$ cat config.mk
export PLATFORM = sky130hd
export DESIGN_NAME = nibble_rle_raster_expander_top
export DESIGN_NICKNAME = d
export VERILOG_FILES = /design/src/hw/rtl/nrre_pkg.sv /design/src/hw/rtl/nibble_rle_raster_expander_top.sv /design/src/hw/rtl/nrre_front.sv /design/src/hw/rtl/nrre_queue.sv /design/src/hw/rtl/nrre_back.sv
export SDC_FILE = /design/constraint.sdc
export NUM_CORES = 1
export LEC_CHECK = 0
export ABC_AREA = 1
export CORE_UTILIZATION = 60
export DETAILED_ROUTE_END_ITERATION = 6
export DONT_BUFFER_PORTS = 1
export PLACE_DENSITY = 0.78
export SYNTH_ARGS = -nofsm -noshare
export SYNTH_HDL_FRONTEND = slang
export SYNTH_SLANG_ARGS = --single-unit
$ cat constraint.sdc
create_clock -name aclk -period 14.1 [get_ports aclk]
set_input_delay 0.705 -clock aclk [delete_from_list [all_inputs] [get_ports aclk]]
set_output_delay 0.705 -clock aclk [all_outputs]
set_load 0.02 [all_outputs]
$ cat src/hw/rtl/nrre_pkg.sv
// ----------------------------------------------------------------------------
// nrre_pkg
// Shared widths, types and constants of the nibble run-length raster expander.
// ----------------------------------------------------------------------------
`default_nettype none

package nrre_pkg;

    localparam int COLUMN_BITS = 12;
    localparam int ROW_BITS    = 11;
    localparam int ADDR_BITS   = COLUMN_BITS + ROW_BITS;
    localparam int RUN_BITS    = 4;
    localparam int VALUE_BITS  = 8;
    localparam int LEFT_BITS   = 15;

    localparam int S_TDATA_BITS = 8;
    localparam int S_TUSER_BITS = 1;
    localparam int M_TDATA_BITS = ((ADDR_BITS + VALUE_BITS + 7) / 8) * 8;
    localparam int M_TUSER_BITS = 2;

    localparam int CFG_INDEX_BITS = 8;
    localparam int CFG_DATA_BITS  = 64;

    // Power of two, so the pointers wrap on their own.
    localparam int QUEUE_DEPTH = 4;
    localparam int QPTR_BITS   = $clog2(QUEUE_DEPTH);
    localparam int QCNT_BITS   = $clog2(QUEUE_DEPTH + 1);

    localparam logic [COLUMN_BITS-1:0] NUM_COLUMNS_RESET = COLUMN_BITS'(2560);
    localparam logic [ROW_BITS-1:0]    NUM_ROWS_RESET    = ROW_BITS'(1792);

    localparam logic [CFG_INDEX_BITS-1:0] REG_NUM_COLUMNS      = CFG_INDEX_BITS'(0);
    localparam logic [CFG_INDEX_BITS-1:0] REG_NUM_ROWS         = CFG_INDEX_BITS'(1);
    localparam logic [CFG_INDEX_BITS-1:0] REG_LEVEL_TABLE_LOW  = CFG_INDEX_BITS'(2);
    localparam logic [CFG_INDEX_BITS-1:0] REG_LEVEL_TABLE_HIGH = CFG_INDEX_BITS'(3);

    typedef enum logic [1:0] {
        PH_CNT_HI,
        PH_CNT_LO,
        PH_DATA,
        PH_DONE
    } phase_t;

    typedef struct packed {
        logic [COLUMN_BITS-1:0] num_columns;
        logic [ROW_BITS-1:0]    num_rows;
        logic [63:0]            level_table_low;
        logic [63:0]            level_table_high;
    } cfg_t;

    // One run to emit: start address, pixel count and the per-pixel flags.
    typedef struct packed {
        logic [ADDR_BITS-1:0]  addr;
        logic [RUN_BITS-1:0]   count;
        logic [VALUE_BITS-1:0] value;
        logic                  fin;
        logic                  ovf;
    } cmd_t;

endpackage

`default_nettype wire

$ cat src/hw/rtl/nibble_rle_raster_expander_top.sv
// ----------------------------------------------------------------------------
// nibble_rle_raster_expander_top
// Nibble run-length raster expander: encoded bytes in, pixel writes out.
// ----------------------------------------------------------------------------
// Input stream (s_): one encoded byte per transaction in s_tdata; s_tuser
// high marks the first byte of a new image. Each row is a big-endian 16-bit
// byte count followed by data bytes of run length (high nibble) and colour
// index (low nibble).
// Output stream (m_): one pixel write per transaction; m_tlast marks the
// last pixel of one input byte.
// Config channel: cfg_index selects the register (columns, rows, table low,
// table high), cfg_data carries the value; always ready.
// Path: a data byte's run is written into the run queue and then loaded
// into the emitter's registers before its first pixel is offered. The
// parser takes a new byte while the queue is not full; the emitter plays a
// run out at one pixel per cycle (up to 15) while m_tready is high, which
// sets the sustained rate. A four-entry run queue lets the parser run ahead.
// Reset: synchronous, active low; clears parsing state, the queue and the
// output; registers return to 2560 columns, 1792 rows and a zero table.
// Stall: while m_tready is low the current pixel holds; the parser keeps
// taking bytes until the queue is full, then drops s_tready.
// ----------------------------------------------------------------------------
`default_nettype none

module nibble_rle_raster_expander_top (
    input  wire logic                                 aclk,
    input  wire logic                                 aresetn,
    // s_tdata: [7:0] raster_byte
    input  wire logic                                 s_tvalid,
    output logic                                      s_tready,
    input  wire logic [nrre_pkg::S_TDATA_BITS-1:0]    s_tdata,
    // s_tuser: [0] frame_start
    input  wire logic [nrre_pkg::S_TUSER_BITS-1:0]    s_tuser,
    // m_tdata: [22:0] pixel_address, [30:23] pixel_value, [31] zero
    output logic                                      m_tvalid,
    input  wire logic                                 m_tready,
    output logic [nrre_pkg::M_TDATA_BITS-1:0]         m_tdata,
    // m_tlast: last_of_run
    output logic                                      m_tlast,
    // m_tuser: [0] in_final_row, [1] overflow_seen
    output logic [nrre_pkg::M_TUSER_BITS-1:0]         m_tuser,
    input  wire logic                                 cfg_valid,
    output logic                                      cfg_ready,
    input  wire logic [nrre_pkg::CFG_INDEX_BITS-1:0]  cfg_index,
    input  wire logic [nrre_pkg::CFG_DATA_BITS-1:0]   cfg_data
);
    import nrre_pkg::*;

    cfg_t cfg_reg;
    logic push, pop, q_valid, q_full;
    cmd_t push_cmd, q_cmd;

    assign cfg_ready = 1'b1;

    // Register file; writes to unknown indexes are dropped.
    always_ff @(posedge aclk) begin
        if (!aresetn) begin
            cfg_reg.num_columns      <= NUM_COLUMNS_RESET;
            cfg_reg.num_rows         <= NUM_ROWS_RESET;
            cfg_reg.level_table_low  <= '0;
            cfg_reg.level_table_high <= '0;
        end else if (cfg_valid && cfg_ready) begin
            case (cfg_index)
                REG_NUM_COLUMNS:      cfg_reg.num_columns      <= cfg_data[COLUMN_BITS-1:0];
                REG_NUM_ROWS:         cfg_reg.num_rows         <= cfg_data[ROW_BITS-1:0];
                REG_LEVEL_TABLE_LOW:  cfg_reg.level_table_low  <= cfg_data;
                REG_LEVEL_TABLE_HIGH: cfg_reg.level_table_high <= cfg_data;
                default:              cfg_reg                  <= cfg_reg;
            endcase
        end
    end

    // Parse bytes and turn each data byte into a clipped run.
    nrre_front u_front (
        .aclk     (aclk),
        .aresetn  (aresetn),
        .cfg      (cfg_reg),
        .s_tvalid (s_tvalid),
        .s_tready (s_tready),
        .s_tdata  (s_tdata),
        .s_tuser  (s_tuser),
        .q_full   (q_full),
        .push     (push),
        .push_cmd (push_cmd)
    );

    // Hold runs until the emitter is free.
    nrre_queue u_queue (
        .aclk     (aclk),
        .aresetn  (aresetn),
        .push     (push),
        .push_cmd (push_cmd),
        .pop      (pop),
        .q_valid  (q_valid),
        .q_full   (q_full),
        .q_cmd    (q_cmd)
    );

    // Emit one pixel per output transaction.
    nrre_back u_back (
        .aclk     (aclk),
        .aresetn  (aresetn),
        .q_valid  (q_valid),
        .q_cmd    (q_cmd),
        .pop      (pop),
        .m_tvalid (m_tvalid),
        .m_tready (m_tready),
        .m_tdata  (m_tdata),
        .m_tlast  (m_tlast),
        .m_tuser  (m_tuser)
    );

endmodule

`default_nettype wire

$ cat src/hw/rtl/nrre_front.sv
// ----------------------------------------------------------------------------
// nrre_front
// Byte parser: row counts, run clipping, address and overflow; queues runs.
// ----------------------------------------------------------------------------
`default_nettype none

module nrre_front (
    input  wire logic                                aclk,
    input  wire logic                                aresetn,
    input  wire nrre_pkg::cfg_t                      cfg,
    input  wire logic                                s_tvalid,
    output logic                                     s_tready,
    input  wire logic [nrre_pkg::S_TDATA_BITS-1:0]   s_tdata,
    input  wire logic [nrre_pkg::S_TUSER_BITS-1:0]   s_tuser,
    input  wire logic                                q_full,
    output logic                                     push,
    output nrre_pkg::cmd_t                           push_cmd
);
    import nrre_pkg::*;

    phase_t                 phase_reg, phase_next, ph;
    logic [7:0]             hi_reg, hi_next;
    logic [LEFT_BITS-1:0]   left_reg, left_next, left_cur;
    logic [ROW_BITS:0]      row_reg, row_next, row_cur, row_inc;
    logic [COLUMN_BITS-1:0] col_reg, col_next, col_cur, avail;
    logic [ADDR_BITS-1:0]   base_reg, base_next, prod;
    logic                   ovf_reg, ovf_next, ovf_cur;
    logic                   accept;
    logic [15:0]            cnt;
    logic [ROW_BITS-1:0]    diff;
    logic [RUN_BITS-1:0]    run, emit;
    logic [3:0]             idx;
    logic [VALUE_BITS-1:0]  value;
    logic [63:0]            word;
    logic                   fin, clip;

    assign s_tready = !q_full;
    assign accept   = s_tvalid && s_tready;

    always_ff @(posedge aclk) begin
        if (!aresetn) begin
            phase_reg <= PH_CNT_HI;
        end else begin
            phase_reg <= phase_next;
        end
    end

    always_ff @(posedge aclk) begin
        if (!aresetn) begin
            hi_reg   <= '0;
            left_reg <= '0;
            row_reg  <= '0;
            col_reg  <= '0;
            base_reg <= '0;
            ovf_reg  <= 1'b0;
        end else begin
            hi_reg   <= hi_next;
            left_reg <= left_next;
            row_reg  <= row_next;
            col_reg  <= col_next;
            base_reg <= base_next;
            ovf_reg  <= ovf_next;
        end
    end

    always_comb begin
        ph       = phase_reg;
        row_cur  = row_reg;
        col_cur  = col_reg;
        left_cur = left_reg;
        ovf_cur  = ovf_reg;
        // New image: clear row tracking before this byte is parsed.
        if (s_tuser[0]) begin
            ph       = PH_CNT_HI;
            row_cur  = '0;
            col_cur  = '0;
            left_cur = '0;
            ovf_cur  = 1'b0;
        end
        if (row_cur >= {1'b0, cfg.num_rows}) begin
            ph = PH_DONE;
        end

        cnt     = {hi_reg, s_tdata};
        diff    = cfg.num_rows - ROW_BITS'(1) - row_cur[ROW_BITS-1:0];
        prod    = ADDR_BITS'(diff) * ADDR_BITS'(cfg.num_columns);
        row_inc = row_cur + (ROW_BITS+1)'(1);

        run   = s_tdata[7:4];
        idx   = s_tdata[3:0];
        word  = idx[3] ? cfg.level_table_high : cfg.level_table_low;
        value = word[{idx[2:0], 3'b000} +: VALUE_BITS];
        fin   = ({1'b0, row_cur} + (ROW_BITS+2)'(1)) == {2'b00, cfg.num_rows};
        avail = (col_cur < cfg.num_columns) ? (cfg.num_columns - col_cur) : '0;
        clip  = COLUMN_BITS'(run) > avail;
        emit  = clip ? avail[RUN_BITS-1:0] : run;

        phase_next = phase_reg;
        hi_next    = hi_reg;
        left_next  = left_reg;
        row_next   = row_reg;
        col_next   = col_reg;
        base_next  = base_reg;
        ovf_next   = ovf_reg;
        push       = 1'b0;
        push_cmd   = '0;

        if (accept) begin
            phase_next = ph;
            left_next  = left_cur;
            row_next   = row_cur;
            col_next   = col_cur;
            ovf_next   = ovf_cur;
            case (ph)
                PH_CNT_HI: begin
                    hi_next    = s_tdata;
                    phase_next = PH_CNT_LO;
                end
                PH_CNT_LO: begin
                    col_next  = '0;
                    base_next = prod;
                    if (cnt[15] || (cnt[15:1] == '0)) begin
                        row_next   = row_inc;
                        left_next  = '0;
                        phase_next = (row_inc >= {1'b0, cfg.num_rows}) ? PH_DONE : PH_CNT_HI;
                    end else begin
                        left_next  = {cnt[14:1], 1'b0};
                        phase_next = PH_DATA;
                    end
                end
                PH_DATA: begin
                    if (clip) begin
                        ovf_next = 1'b1;
                    end
                    push           = (emit != '0);
                    push_cmd.addr  = base_reg + ADDR_BITS'(col_cur);
                    push_cmd.count = emit;
                    push_cmd.value = value;
                    push_cmd.fin   = fin;
                    push_cmd.ovf   = ovf_cur || clip;
                    col_next       = col_cur + COLUMN_BITS'(emit);
                    left_next      = left_cur - LEFT_BITS'(1);
                    if (left_cur == LEFT_BITS'(1)) begin
                        row_next   = row_inc;
                        col_next   = '0;
                        left_next  = '0;
                        phase_next = (row_inc >= {1'b0, cfg.num_rows}) ? PH_DONE : PH_CNT_HI;
                    end
                end
                default: begin
                    phase_next = PH_DONE;
                end
            endcase
        end
    end

endmodule

`default_nettype wire

$ cat src/hw/rtl/nrre_queue.sv
// ----------------------------------------------------------------------------
// nrre_queue
// Short run queue between the byte parser and the pixel emitter.
// ----------------------------------------------------------------------------
`default_nettype none

module nrre_queue (
    input  wire logic           aclk,
    input  wire logic           aresetn,
    input  wire logic           push,
    input  wire nrre_pkg::cmd_t push_cmd,
    input  wire logic           pop,
    output logic                q_valid,
    output logic                q_full,
    output nrre_pkg::cmd_t      q_cmd
);
    import nrre_pkg::*;

    cmd_t                 slot_reg [QUEUE_DEPTH];
    logic [QPTR_BITS-1:0] wr_ptr_reg, rd_ptr_reg;
    logic [QCNT_BITS-1:0] fill_reg;

    assign q_valid = (fill_reg != '0);
    assign q_full  = (fill_reg == QCNT_BITS'(QUEUE_DEPTH));
    assign q_cmd   = slot_reg[rd_ptr_reg];

    always_ff @(posedge aclk) begin
        if (push) begin
            slot_reg[wr_ptr_reg] <= push_cmd;
        end
    end

    always_ff @(posedge aclk) begin
        if (!aresetn) begin
            wr_ptr_reg <= '0;
            rd_ptr_reg <= '0;
            fill_reg   <= '0;
        end else begin
            if (push) begin
                wr_ptr_reg <= wr_ptr_reg + QPTR_BITS'(1);
            end
            if (pop) begin
                rd_ptr_reg <= rd_ptr_reg + QPTR_BITS'(1);
            end
            case ({push, pop})
                2'b10:   fill_reg <= fill_reg + QCNT_BITS'(1);
                2'b01:   fill_reg <= fill_reg - QCNT_BITS'(1);
                default: fill_reg <= fill_reg;
            endcase
        end
    end

endmodule

`default_nettype wire

$ cat src/hw/rtl/nrre_back.sv
// ----------------------------------------------------------------------------
// nrre_back
// Pixel emitter: plays one queued run out as one pixel per transaction.
// ----------------------------------------------------------------------------
`default_nettype none

module nrre_back (
    input  wire logic                                aclk,
    input  wire logic                                aresetn,
    input  wire logic                                q_valid,
    input  wire nrre_pkg::cmd_t                      q_cmd,
    output logic                                     pop,
    output logic                                     m_tvalid,
    input  wire logic                                m_tready,
    output logic [nrre_pkg::M_TDATA_BITS-1:0]        m_tdata,
    output logic                                     m_tlast,
    output logic [nrre_pkg::M_TUSER_BITS-1:0]        m_tuser
);
    import nrre_pkg::*;

    logic                  active_reg;
    logic [ADDR_BITS-1:0]  addr_reg;
    logic [RUN_BITS-1:0]   left_reg;
    logic [VALUE_BITS-1:0] value_reg;
    logic                  fin_reg, ovf_reg;
    logic                  done;

    assign done     = m_tvalid && m_tready && (left_reg == RUN_BITS'(1));
    assign pop      = q_valid && (!active_reg || done);
    assign m_tvalid = active_reg;
    assign m_tlast  = (left_reg == RUN_BITS'(1));
    assign m_tdata  = M_TDATA_BITS'({value_reg, addr_reg});
    assign m_tuser  = {ovf_reg, fin_reg};

    always_ff @(posedge aclk) begin
        if (!aresetn) begin
            active_reg <= 1'b0;
            left_reg   <= '0;
        end else if (pop) begin
            active_reg <= 1'b1;
            left_reg   <= q_cmd.count;
        end else if (m_tvalid && m_tready) begin
            active_reg <= !done;
            left_reg   <= left_reg - RUN_BITS'(1);
        end
    end

    always_ff @(posedge aclk) begin
        if (pop) begin
            addr_reg  <= q_cmd.addr;
            value_reg <= q_cmd.value;
            fin_reg   <= q_cmd.fin;
            ovf_reg   <= q_cmd.ovf;
        end else if (m_tvalid && m_tready) begin
            addr_reg <= addr_reg + ADDR_BITS'(1);
        end
    end

endmodule

`default_nettype wire

==> impl_metrics.yaml, run 1 <==
status:
  status: "finished clean"
clock_network:
  ctsResizeCount: 0
  clk_latency_ps: 570
  cts_tree: "done"
  clk_pin_slew_worst_paths_ps: 70
  cts_root_buffer: "clkbuf_16"
  cts.path.max_buffers: 3
  post_cts_buffers: 0
  clock_sinks: 419
  h-tree-depth: 2
  postCtsHoldBufs: 0
  cts_made_buffers: 43
critical_path:
  r2r_slack_ps: 6660
  endpoint_kind: "flop"
  critical-path-top-delay-family: "adder cells"
  cp_num_cells: 37
  critPathLaunch: "u_front.row_reg[0]"
  cp-start-kind: "flop"
  r2r-start: "u_front.row_reg[0]"
  critical_path.max_stage_delay_ps: 550
  critPathSlowestCell: "fa_1"
  cp.required_ps: 14560
  crit_type: "flop to flop"
  path_buf_inv: 10
  crit_fanout: 7
  arrival_ps: 7900
  crit_top_cell: "inv_1"
  reg2regPathDepth: 37
detailed_routing:
  drc: 0
  vias_per_cell: 5.82
  finalWirelength_um: 65400
  first_pass_iters: 6
  vias: 21300
  wire_per_inst_um: 17.8
  ant_nets: 0
  drt-initial-drc-count: 1820
timing:
  period_share_pct: 52.8
  slew_violations: 0
  fin_skew_ps: 27.4
  max_freq_mhz: 134
  rsz0062_at_grt: "no"
  max_slew_margin_pct: 22.6
  setup_viol_count_final: 0
  tns_ps: 0
  hold_viol: 0
  tightest_slew_ps: 1150
  fin_crit_ps: 7440
final_layout:
  largest_reg_flops: 151
  final_core_util_pct: 65.1
  n_antenna_cell: 0
  layout-drive-gt1-share_pct: 5.73
  syn_to_final_growth_pct: 6.78
  finalNetCount: 3414
  stdcell_count: 3665
pwr:
  p_int_w: 0.00240
  power.leakage_nw: 11.5
  power.density_mw_per_mm2: 133
  p_sw_w: 0.00124
  p_comb_share_pct: 24.9
  swShare_pct: 34.0
  peakVddDrop_mv: 0.131
  p_clk_share_pct: 32.7
  seq_power_share_pct: 42.4
global_routing:
  grt_antenna_before_repair: 0
  met2_usage_pct: 48.7
  gr-usage-met1_pct: 40.6
  grt_max_degree: 191
  top_usage_layer: "met2"
  grt_pass1_wl_um: 104000
  groute.usage.overall_pct: 29.7
  grt_remaining_overflow: 0
  grt.met3_usage_pct: 4.54
  grt_pass1_vias: 20400
logic_synthesis:
  synth_ff_type: "dfxtp_1"
  netlist_area_mm2: 0.0256
  synth_top_area_share_pct: 21.3
  async_flop_share_pct: 0
  synth_area_leaders: "edfxtp_1 (21%), dfxtp_1 (19%), fa_1 (7.4%)"
  ys_types: 67
  yosysTopAreaCell: "edfxtp_1"
  synth_seq_cells: 419
  synth_warnings: 0
  syn_inst: 3175
  synthTopCellsByCount: "nand2_1 (474), nor2_1 (454), inv_1 (393), o21ai_0 (303), a21oi_1 (258)"
  synth_edf_count: 181
  syn_area_per_cell_um2: 8.05
  yosysMostFrequentCell: "nand2_1"
  syn_nets: 3496
  yosysSeqAreaShare_pct: 39.9
floorplanning:
  coreArea_mm2: 0.0419
  dieArea_mm2: 0.0434
  ios: 124
  die_h_um: 208
  start_util_pct: 60.9
  die_x_um: 208
  rows: 75
place:
  dpl.hpwl_um: 45300
  io_buffers: 0
  gp_congestion: 0.911
  place_inst: 3587
worst_hold_path:
  min_path_type: "input pin to flop"
  min_path_cells: 1
  worstHoldStart: "aresetn"
job:
  max-cap-violations: 0
-- area by class of cell --
type | count | area, um2
clock buffer | 57 | 1210
clock inverter | 21 | 260
fill | 3483 | 14700
inverter | 415 | 1570
multi-input combinational | 2194 | 13200
sequential | 419 | 10200
tap | 539 | 674
timing repair buffer | 20 | 150
-- power groups by stage --
stage | combinational, W | clock (W) | sequential, W
after global placement | 0.000867 | 0 | 0.00157
after CTS | 0.000904 | 0.00120 | 0.00154
after global routing | 0.00102 | 0.00125 | 0.00156
after floorplan | 0.000698 | 0 | 0.00155
after detailed placement | 0.000892 | 0 | 0.00157
final | 0.000907 | 0.00119 | 0.00154
-- routing by layer --
layer,routed length (um),vias to the layer above
met5,0,-
met4,1730,0
met3,5210,133
met2,30300,846
met1,28200,10000
li1,-,10300
-- cell usage in the layout (no fill, tap or decap), types with 11 or more instances in the layout --
master	synthesis	final
a21oi_1	258	257
a221oi_1	15	15
buf_4	6	20
clkbuf_16	0	45
clkinv_1	9	11
dfxtp_1	238	237
edfxtp_1	181	181
fa_1	94	94
ha_1	141	141
inv_1	393	392
inv_2	11	12
nand2_1	474	471
nand2_2	22	25
nand3_1	111	111
nand4_1	27	27
nor2_1	454	450
nor3_1	20	20
o211ai_1	46	46
o21ai_0	303	303
o21ai_1	11	11
o22ai_1	27	27
or2_2	12	12
xnor2_1	14	14
xor2_1	52	52
-- per-stage QoR --
stage / setup slack [ps] / instance area, um2 / hold slack, ps / total power [W]
6_report: 6660 / 27300 / 253 / 0.00364
5_1_grt: 6030 / 27300 / 242 / 0.00382
4_1_cts: 6760 / 27300 / 227 / 0.00365
3_5_place_dp: 6460 / 25800 / 437 / 0.00246
3_3_place_gp: 6700 / 25800 / 432 / 0.00243
2_1_floorplan: 6800 / 25600 / 424 / 0.00224
-- path summary, 6_finish.rpt --
path	end
min	cfg_reg[138]
min reg2reg	cfg_reg[95]
max	u_front.base_reg[22]
max reg2reg	u_front.base_reg[22]
-- kinds of logic (layout without fill, tap and decap cells) --
group	count (synthesis)	count (layout)	share of synthesized area, %
flip-flops	419	419	39.9
AND/OR/NAND/NOR	1168	1168	19.3
buffers and inverters	562	513	8.50
AO/OA/AOI/OAI	723	723	15.8
XOR/XNOR	66	66	2.26
other	2	2	0.0294
adder cells (fa/ha/maj)	235	235	14.3
Note: power is estimated with default switching activity, not from simulation.
==> run 2: changes to the inputs <==
CORE_UTILIZATION = 59   (was 60)
PLACE_DENSITY = 0.8   (was 0.78)
clock period = 6.6 ns   (was 14.1 ns; I/O delays follow)
==> run 2 against run 1 <==
Net effect: via count increased by 4.2%; highest routed layer unchanged; fmax grew 17%; sequential power is 110% higher; critical path type unchanged; wire length is 4.5% higher; largest cell class unchanged; total power up 120%; global-route usage grew 1.1 points.
==> impl_metrics.yaml, run 2 (same netlist as run 1, synthesis figures left out) <==
floorplanning:
  coreArea_mm2: 0.0423
  rows: 75
  die_x_um: 210
  die_h_um: 210
  dieArea_mm2: 0.0442
  start_util_pct: 60.4
  ios: 124
pwr:
  peakVddDrop_mv: 0.213
  power.density_mw_per_mm2: 273
  power.leakage_nw: 12.1
final_layout:
  nFillCells: 3325
  final_cell_mix: "nand2_1 (465), nor2_1 (439), inv_1 (375)"
  multi_input_area_mm2: 0.0136
  finalNetCount: 3539
  n_antenna_cell: 0
  final_core_util_pct: 68.0
  layout-drive-gt1-share_pct: 9.04
  largest_reg_flops: 151
  mostFrequentLayoutCell: "nand2_1"
  seqCellArea_mm2: 0.0102
  syn_to_final_growth_pct: 12.6
  stdcell_count: 3828
timing:
  fin_crit_ps: 6380
  fin_skew_ps: 35.0
  hold_viol: 0
  tns_ps: 0
  whs_ps: 31.0
  setup_viol_count_final: 0
  slew_violations: 0
  tightest_slew_ps: 1240
  max_slew_margin_pct: 17.2
  final.setup.worst_slack_ps: 220
  period_share_pct: 96.7
  max_freq_mhz: 157
clock_network:
  clk_latency_ps: 590
  clock_sinks: 419
  cts_tree: "done"
  cts_root_buffer: "clkbuf_16"
  cts.path.max_buffers: 3
  cts_made_buffers: 44
  clk_pin_slew_worst_paths_ps: 60
  h-tree-depth: 2
place:
  gp_congestion: 0.936
  place_inst: 3664
  dp_slack_ps: -55.5
  dpl.hpwl_um: 45900
  io_buffers: 0
global_routing:
  grt_antenna_before_repair: 0
  groute.usage.overall_pct: 30.8
  grt_remaining_overflow: 0
  grt_max_degree: 187
  grt_pass1_vias: 21800
  grt_pass1_wl_um: 110000
critical_path:
  cp-start-kind: "flop"
  critPathSlowestCell: "fa_1"
  arrival_ps: 6850
  crit_fanout: 9
  cp.required_ps: 7070
  crit_type: "flop to flop"
  endpoint_kind: "flop"
  crit_top_cell: "fa_1"
  critical_path.max_stage_delay_ps: 560
detailed_routing:
  wire_per_inst_um: 17.9
  drt-initial-drc-count: 1995
  ant_nets: 0
  vias: 22200
  finalWirelength_um: 68300
  vias_per_cell: 5.80
  drc: 0
  first_pass_iters: 6
worst_hold_path:
  min_path_type: "input pin to flop"
status:
  status: "finished clean"
job:
  max-cap-violations: 0
## run 2: cell type report
cell class / count / share of cell area [%]
Clock buffer: 59 / 4.27
Clock inverter: 20 / 0.583
Inverter: 415 / 5.49
Multi-Input combinational cell: 2194 / 47.2
Sequential cell: 419 / 35.5
Tap cell: 577 / 2.51
Timing Repair Buffer: 144 / 4.53
## run 2: repair_timing
item / CTS / global route
setup endpoints to repair: 4 / 13
endpoints found under the hold margin: 193 / 0
pin swaps: 3 / 47
hold buffers: 76 / 0
gates resized for setup: 2 / 80
buffers inserted: 1 / 8
## run 2: worst paths after layout
check / startpoint / endpoint / slack [ps] / cells past startpoint
setup reg to reg: u_front.row_reg[0] / u_front.base_reg[18] / 220 / 29
setup / recovery: u_front.row_reg[0] / u_front.base_reg[18] / 220 / 29
hold / removal: s_tdata[6] / u_front.left_reg[6] / 30 / 4
hold reg to reg: cfg_reg[91] / cfg_reg[91] / 450 / 2
## run 2: report_power, final
group / total (W) / switching [W] / internal, W
sequential: 0.00330 / 0.000306 / 0.00300
clock: 0.00239 / 0.00103 / 0.00135
combinational: 0.00218 / 0.00138 / 0.000792
total: 0.00787 / 0.00273 / 0.00514
## run 2: worst max-delay path, delay by kind of cell, from the launching register on
family	cells	cell delay, ps
flops	1	320
fa+ha+maj	8	3370
simple gates	6	770
buf+inv	10	920
compound gates	5	900
## run 2: per-layer routing
metal  track usage [%]  vias to the layer above  share of wire, %
met5                 0                        -                 0
met4              11.5                        0               3.4
met3              4.80                      206               7.7
met2              52.1                      926                48
met1              39.8                    10500                41
li1                  -                    10600                 -
## run 2: per-stage QoR
step / instance area, um2 / total power (W)
5_1_grt: 28800 / 0.00827
3_3_place_gp: 26200 / 0.00524
6_report: 28800 / 0.00787
4_1_cts: 28400 / 0.00776
2_1_floorplan: 25600 / 0.00481
3_5_place_dp: 26200 / 0.00532
